==> src/sv/wrs_pkg.sv <==
// shared constants, codes and word types for the weighted random select block
package wrs_pkg;

   localparam int MAX_ENTRIES = 64;
   localparam int WEIGHT_BITS = 16;
   localparam int DRAW_BITS   = 16;

   localparam int ID_W    = 16;
   localparam int FIELD_W = 16;
   localparam int IDX_W   = $clog2(MAX_ENTRIES);
   localparam int COUNT_W = $clog2(MAX_ENTRIES + 1);
   localparam int SUM_W   = WEIGHT_BITS + IDX_W;
   localparam int PROD_W  = SUM_W + DRAW_BITS;
   localparam int ENTRY_W = SUM_W + ID_W;

   localparam logic OP_APPEND = 1'b0;
   localparam logic OP_PICK   = 1'b1;

   localparam logic [1:0] ST_OK    = 2'd0;
   localparam logic [1:0] ST_EMPTY = 2'd1;
   localparam logic [1:0] ST_FULL  = 2'd2;
   localparam logic [1:0] ST_ZERO  = 2'd3;

   typedef struct packed {
      logic               operation;
      logic [ID_W-1:0]    entry_id;
      logic [FIELD_W-1:0] weight;
      logic [FIELD_W-1:0] random_draw;
   } req_word_type;

   typedef struct packed {
      logic [1:0]         status;
      logic [ID_W-1:0]    picked_id;
      logic [COUNT_W-1:0] entry_count;
   } rsp_word_type;

   typedef struct packed {
      logic [SUM_W-1:0] running_sum;
      logic [ID_W-1:0]  entry_id;
   } entry_type;

endpackage

==> src/sv/wrs_ram.sv <==
// generic single write port, single read port ram with registered read data
module wrs_ram #(
   parameter int WIDTH = 8,
   parameter int DEPTH = 16
) (
   input  logic                     clock,
   input  logic                     wr_en,
   input  logic [$clog2(DEPTH)-1:0] wr_addr,
   input  logic [WIDTH-1:0]         wr_data,
   input  logic [$clog2(DEPTH)-1:0] rd_addr,
   output logic [WIDTH-1:0]         rd_data
);

   logic [WIDTH-1:0] mem_ff [DEPTH];
   logic [WIDTH-1:0] rd_data_ff;

   always_ff @(posedge clock) begin
      if (wr_en) begin
         mem_ff[wr_addr] <= wr_data;
      end
      rd_data_ff <= mem_ff[rd_addr];
   end

   assign rd_data = rd_data_ff;

endmodule

==> src/sv/weighted_random_select.sv <==
// Weighted random select: a table of ids with running weight sums, picked by a uniform draw.
// A request word either appends an entry (id, weight) or picks an entry using random_draw.
// Every request word gives exactly one response word: status, picked_id and entry_count.
// An append writes the table in the cycle it is accepted; its response is valid on the
// next cycle. A pick multiplies the draw by the total weight once, then runs a binary
// search over the running sums held in one table ram; each search step passes S_SRCH then S_CMP
// because the ram read data is registered, then one more read fetches the id.
// A pick on an empty table answers on the next cycle without a search, as do rejected appends.
// The next request is taken in the cycle the response word leaves, so appends and rejected
// words run one per cycle while rsp_ready is high; a pick holds the input for its latency.
// The block works on one request at a time: req_ready is low while a pick is in search
// and while a response word waits that the receiver has not taken.
// A stalled response holds in the output register; it is released when rsp_ready is high,
// and a new request may be accepted in that same cycle.
// Synchronous reset empties the table (count and total cleared) and drops any pending
// response; the table ram itself is not cleared, entries are only read below the count.
module weighted_random_select
   import wrs_pkg::*;
(
   input  logic         clock,
   input  logic         reset,
   input  logic         req_valid,
   output logic         req_ready,
   input  req_word_type req_word,
   output logic         rsp_valid,
   input  logic         rsp_ready,
   output rsp_word_type rsp_word
);

   localparam logic [2:0] S_IDLE  = 3'd0;
   localparam logic [2:0] S_MUL   = 3'd1;
   localparam logic [2:0] S_SRCH  = 3'd2;
   localparam logic [2:0] S_CMP   = 3'd3;
   localparam logic [2:0] S_FETCH = 3'd4;

   logic [2:0]         state_ff, state_in;
   logic [COUNT_W-1:0] count_ff, count_in;
   logic [SUM_W-1:0]   total_ff, total_in;
   logic [PROD_W-1:0]  prod_ff, prod_in;
   logic [SUM_W-1:0]   thr_ff, thr_in;
   logic [IDX_W-1:0]   lo_ff, lo_in;
   logic [IDX_W-1:0]   hi_ff, hi_in;
   logic [IDX_W-1:0]   mid_ff, mid_in;
   logic               rsp_valid_ff, rsp_valid_in;
   rsp_word_type       rsp_word_ff, rsp_word_in;

   logic                  accept;
   logic [WEIGHT_BITS-1:0] weight;
   logic [DRAW_BITS-1:0]  draw;
   logic [SUM_W-1:0]      new_sum;
   logic [COUNT_W-1:0]    last_idx;
   logic [IDX_W:0]        mid_sum;
   logic [IDX_W-1:0]      mid;
   logic [SUM_W:0]        thr_full;
   logic                  wr_en;
   entry_type             wr_entry;
   entry_type             rd_entry;
   logic [ENTRY_W-1:0]    rd_data;
   logic [IDX_W-1:0]      rd_addr;

   assign req_ready = (state_ff == S_IDLE) && (!rsp_valid_ff || rsp_ready);
   assign accept    = req_valid && req_ready;
   assign weight    = req_word.weight[WEIGHT_BITS-1:0];
   assign draw      = req_word.random_draw[DRAW_BITS-1:0];
   assign new_sum   = total_ff + SUM_W'(weight);
   assign last_idx  = count_ff - 1'b1;
   assign mid_sum   = {1'b0, lo_ff} + {1'b0, hi_ff};
   assign mid       = mid_sum[IDX_W:1];
   // ceil of draw * total / 2^DRAW_BITS, never above total
   assign thr_full  = {1'b0, prod_ff[PROD_W-1:DRAW_BITS]}
                      + (SUM_W+1)'(|prod_ff[DRAW_BITS-1:0]);
   assign rd_addr   = (lo_ff == hi_ff) ? lo_ff : mid;
   assign rd_entry  = entry_type'(rd_data);

   assign wr_entry.running_sum = new_sum;
   assign wr_entry.entry_id    = req_word.entry_id;

   always_comb begin
      state_in     = state_ff;
      count_in     = count_ff;
      total_in     = total_ff;
      prod_in      = prod_ff;
      thr_in       = thr_ff;
      lo_in        = lo_ff;
      hi_in        = hi_ff;
      mid_in       = mid_ff;
      rsp_valid_in = rsp_valid_ff && !rsp_ready;
      rsp_word_in  = rsp_word_ff;
      wr_en        = 1'b0;

      unique case (state_ff)
         S_IDLE: begin
            if (accept) begin
               rsp_word_in.picked_id   = '0;
               rsp_word_in.entry_count = count_ff;
               rsp_word_in.status      = ST_OK;
               if (req_word.operation == OP_APPEND) begin
                  rsp_valid_in = 1'b1;
                  priority if (weight == '0) begin
                     rsp_word_in.status = ST_ZERO;
                  end else if (count_ff == COUNT_W'(MAX_ENTRIES)) begin
                     rsp_word_in.status = ST_FULL;
                  end else begin
                     wr_en                   = 1'b1;
                     total_in                = new_sum;
                     count_in                = count_ff + 1'b1;
                     rsp_word_in.entry_count = count_ff + 1'b1;
                  end
               end else if (count_ff == '0) begin
                  rsp_valid_in       = 1'b1;
                  rsp_word_in.status = ST_EMPTY;
               end else begin
                  prod_in  = PROD_W'(draw) * PROD_W'(total_ff);
                  lo_in    = '0;
                  hi_in    = last_idx[IDX_W-1:0];
                  state_in = S_MUL;
               end
            end
         end
         S_MUL: begin
            thr_in   = thr_full[SUM_W-1:0];
            state_in = S_SRCH;
         end
         S_SRCH: begin
            // ram address is driven from lo/hi this cycle
            mid_in = mid;
            if (lo_ff == hi_ff) begin
               state_in = S_FETCH;
            end else begin
               state_in = S_CMP;
            end
         end
         S_CMP: begin
            if (rd_entry.running_sum >= thr_ff) begin
               hi_in = mid_ff;
            end else begin
               lo_in = mid_ff + 1'b1;
            end
            state_in = S_SRCH;
         end
         S_FETCH: begin
            rsp_valid_in          = 1'b1;
            rsp_word_in.status    = ST_OK;
            rsp_word_in.picked_id = rd_entry.entry_id;
            state_in              = S_IDLE;
         end
         default: begin
            state_in = S_IDLE;
         end
      endcase
   end

   always_ff @(posedge clock) begin
      if (reset) begin
         state_ff     <= S_IDLE;
         count_ff     <= '0;
         total_ff     <= '0;
         rsp_valid_ff <= 1'b0;
      end else begin
         state_ff     <= state_in;
         count_ff     <= count_in;
         total_ff     <= total_in;
         rsp_valid_ff <= rsp_valid_in;
      end
      prod_ff     <= prod_in;
      thr_ff      <= thr_in;
      lo_ff       <= lo_in;
      hi_ff       <= hi_in;
      mid_ff      <= mid_in;
      rsp_word_ff <= rsp_word_in;
   end

   wrs_ram #(
      .WIDTH (ENTRY_W),
      .DEPTH (MAX_ENTRIES)
   ) u_table (
      .clock   (clock),
      .wr_en   (wr_en),
      .wr_addr (count_ff[IDX_W-1:0]),
      .wr_data (wr_entry),
      .rd_addr (rd_addr),
      .rd_data (rd_data)
   );

   assign rsp_valid = rsp_valid_ff;
   assign rsp_word  = rsp_word_ff;

endmodule
==> config.mk <==
export PLATFORM = sky130hd
export DESIGN_NAME = weighted_random_select
export DESIGN_NICKNAME = d
export VERILOG_FILES = /design/src/sv/wrs_pkg.sv /design/src/sv/wrs_ram.sv /design/src/sv/weighted_random_select.sv
export SDC_FILE = /design/constraint.sdc
export NUM_CORES = 2
export LEC_CHECK = 0
export ABC_AREA = 1
export BUFFER_PORTS_ARGS = -buffer_cell sky130_fd_sc_hd__buf_2
export CELL_PAD_IN_SITES_DETAIL_PLACEMENT = 0
export CELL_PAD_IN_SITES_GLOBAL_PLACEMENT = 1
export CORE_ASPECT_RATIO = 1.1
export CORE_MARGIN = 2
export CORE_UTILIZATION = 29
export DETAILED_ROUTE_END_ITERATION = 16
export PLACE_DENSITY_LB_ADDON = 0.05
export SKIP_CTS_REPAIR_TIMING = 1
export SYNTH_ARGS = -nofsm -noshare
export SYNTH_HDL_FRONTEND = slang
export SYNTH_HIERARCHICAL = 1
export SYNTH_SLANG_ARGS = --single-unit
export TNS_END_PERCENT = 100
==> constraint.sdc <==
create_clock -name clock -period 6.8 [get_ports clock]
set_clock_uncertainty 0.1 [all_clocks]
set_input_delay 0.34 -clock clock [delete_from_list [all_inputs] [get_ports clock]]
set_output_delay 0.34 -clock clock [all_outputs]
set_load 0.05 [all_outputs]
==> results.toml <==
[detailed_routing]
post_drt_wl_per_cell_um = 25.7
initialDrtViolationCount = 6099
dr_total_vias = 79040
vias_per_cell = 4.85
drtPass1Iterations = 5
remaining_drc_errors = 0
routed_wl_mm = 420
drtAntennaViolNets = 0

[yosys]
seq_area_frac_synth = 0.658
ys_ff_latch = 2606
synth_nets = 11151
ys_warn_count = 6
synth.avg_cell_area_um2 = 11.1
synthArstFlopShare = 0
syn_inst = 10658
synth_ff_type = "edfxtp_1"
syn_area_um2 = 118000
ys_types = 41
synth_edf_count = 2535

[global_routing]
grtUsageTotal = 0.201
grt_pass1_wl_mm = 603
antenna_found_initial = 16
gr-total-overflow = 0
grt_start_max_net_pins = 141
grt_pass1_vias = 79369

[critical_path]
setup.worst_path.end_class = "register"
cp_cell_sequence = "nand2_1 > fa_1 > inv_1 > fa_1 > inv_1 > fa_1 > inv_1 > fa_1 > fa_1 > inv_1 > fa_1 > inv_1 > ha_1 > nand2_1 > inv_1 > nand2_1 > nor2_1 > nand4_1 > nand3_1 > xor2_1"
required_ns = 7.38
r2r_start = "total_ff[15]$_SDFFE_PP0P_"
slowest_stage = "dfxtp_1"
crit_family = "adder cells"
r2r_cells = 20
critPathLaunchType = "register"
cp_data_arrival_time_ns = 6.76
crit_buf_inv = 6
regToRegSetupSlack_ns = 0.62
max_stage_delay_ns = 0.90
timing.rr.end = "prod_ff[23]$_DFFE_PP_"
path_class = "reg -> reg"
critPathMaxFanout = 18

[placement]
place_ws_ns = 0.515
gp_congestion = 0.799
dp_hpwl_mm = 245
io_buffers = 79

[floorplan]
start_util = 0.291
die_h_um = 672
top_level_ports = 80
dieArea_um2 = 411000
rows = 245
core_um2 = 405000
die-width_um = 612

[sta]
setup_viol = 0
relSlewSlack = 0.193
hold_slack_ns = -0.0111
fmax_ghz = 0.162
setup_ws_ns = 0.624
rsz0062_at_grt = "false"
worst_pin_slew_ns = 1.21
finalHoldViolCount = 4
maxSlewViolCount = 0
min_period_ns = 6.18
finalSetupTns_ns = 0
finalCritPeriodShare = 0.908

[finish]
nets = 11239
layout_common_cells = "nand2_1, edfxtp_1, nand3_1"
drive_gt1_frac = 0.0824
register_area_um2 = 77500
area_delta_synth_final_pct = 15.1
multi_input_area_um2 = 35600
nFillCells = 40597
final_common_cell = "nand2_1"

[outcome]
violations = "negative hold slack"
status = "complete, but fails checks"

[flow_run]
maxCapViolCount = 0

[cts]
clk_pin_slew_ns = 0.06
htree_levels = 5
clock_sinks = 2606
clock_latency_ns = 0.93
clock_path_buffers = 4
cts_tree = "done"
numCtsBuffers = 314
cts-root-buf = "clkbuf_16"

[min_path]
min_path_cells = 2
hold_start = "req_word[38]"
hp-class = "in -> reg"
whs_endpoint = "u_table/mem_ff[4][6]$_DFFE_PP_"
## cells in the mapped netlist (3+ instances only)
cell / count / area share
buf_1: 81 / 0.0026
inv_1: 707 / 0.023
nor4_1: 13 / 0.00069
nand2_1: 3434 / 0.11
edfxtp_1: 2535 / 0.65
nand4_1: 32 / 0.0017
clkbuf_1: 276 / 0.0088
buf_6: 3 / 0.00029
nor3_1: 17 / 0.00072
xnor2_1: 18 / 0.0013
buf_4: 20 / 0.0013
fa_1: 280 / 0.048
o21bai_1: 10 / 0.00064
dfxtp_1: 71 / 0.012
a21oi_1: 78 / 0.0033
xor2_1: 43 / 0.0032
nor2_1: 227 / 0.0072
ha_1: 160 / 0.017
buf_2: 239 / 0.010
inv_2: 4 / 0.00013
o21ai_0: 42 / 0.0018
nand3_1: 2339 / 0.099
nand2_4: 3 / 0.00029
## metrics by stage
step	std cells	hold WS (ns)	utilization	area, um2
floorplan	10658	0.339	-	118000
global placement	15731	0.417	0.311	126000
detailed placement	15731	0.429	0.311	126000
CTS	16288	-0.367	0.335	135000
global route	16302	0.00682	0.335	136000
finish	16310	-0.0111	0.335	136000
## how the worst max path moves through the flow
| stage | to | from | slack (ns) | cells past startpoint |
|---|---|---|---|---|
| floorplan | u_table/mem_ff[48][0]$_DFFE_PP_ | rsp_valid$_SDFF_PP0_ | 0.47 | 9 |
| global placement | prod_ff[23]$_DFFE_PP_ | total_ff[15]$_SDFFE_PP0P_ | 0.53 | 20 |
| detailed placement | prod_ff[23]$_DFFE_PP_ | total_ff[15]$_SDFFE_PP0P_ | 0.52 | 20 |
| CTS | prod_ff[23]$_DFFE_PP_ | total_ff[15]$_SDFFE_PP0P_ | 0.50 | 20 |
| global route | prod_ff[23]$_DFFE_PP_ | total_ff[15]$_SDFFE_PP0P_ | 0.28 | 18 |
| finish | prod_ff[23]$_DFFE_PP_ | total_ff[15]$_SDFFE_PP0P_ | 0.62 | 20 |
## cell families (layout without fill, tap and decap cells)
group | after synthesis | after routing | share of synthesized area
other | 0 | 13 | 0
buffers and inverters | 1331 | 1660 | 0.0458
and+or+nand+nor | 6081 | 6081 | 0.221
adders and majority gates | 440 | 440 | 0.0646
DFF | 2606 | 2606 | 0.658
AOI/OAI and AO/OA | 139 | 139 | 0.00631
xor gates and xnor gates | 61 | 61 | 0.00453
## layer usage
layer | global-route usage | up-vias | share of wire
met5 | 0 | - | 0
met4 | 0.0347 | 0 | 0.016
met3 | 0.0228 | 384 | 0.039
met2 | 0.333 | 1630 | 0.47
met1 | 0.286 | 40434 | 0.47
li1 | - | 36592 | -
## state kept, by name, indices dropped and copies added, names as in the netlist, 7 cells and up
| name | count |
|---|---|
| u_table/mem_ff | 2432 |
| prod_ff | 38 |
| total_ff | 22 |
| rsp_word | 25 |
| u_table/rd_data | 38 |
| count_ff | 7 |
| thr_ff | 22 |
## cell type report
class,instances,area share
Antenna cell,13,0.000240
Clock inverter,160,0.00973
Clock buffer,397,0.0614
Timing Repair Buffer,391,0.0254
Tap cell,5310,0.0490
Sequential cell,2606,0.572
Inverter,712,0.0200
Multi-Input combinational cell,6721,0.262
Power is not shown: default switching activity piles up to over one toggle a cycle in this logic, so the estimate is an artifact.
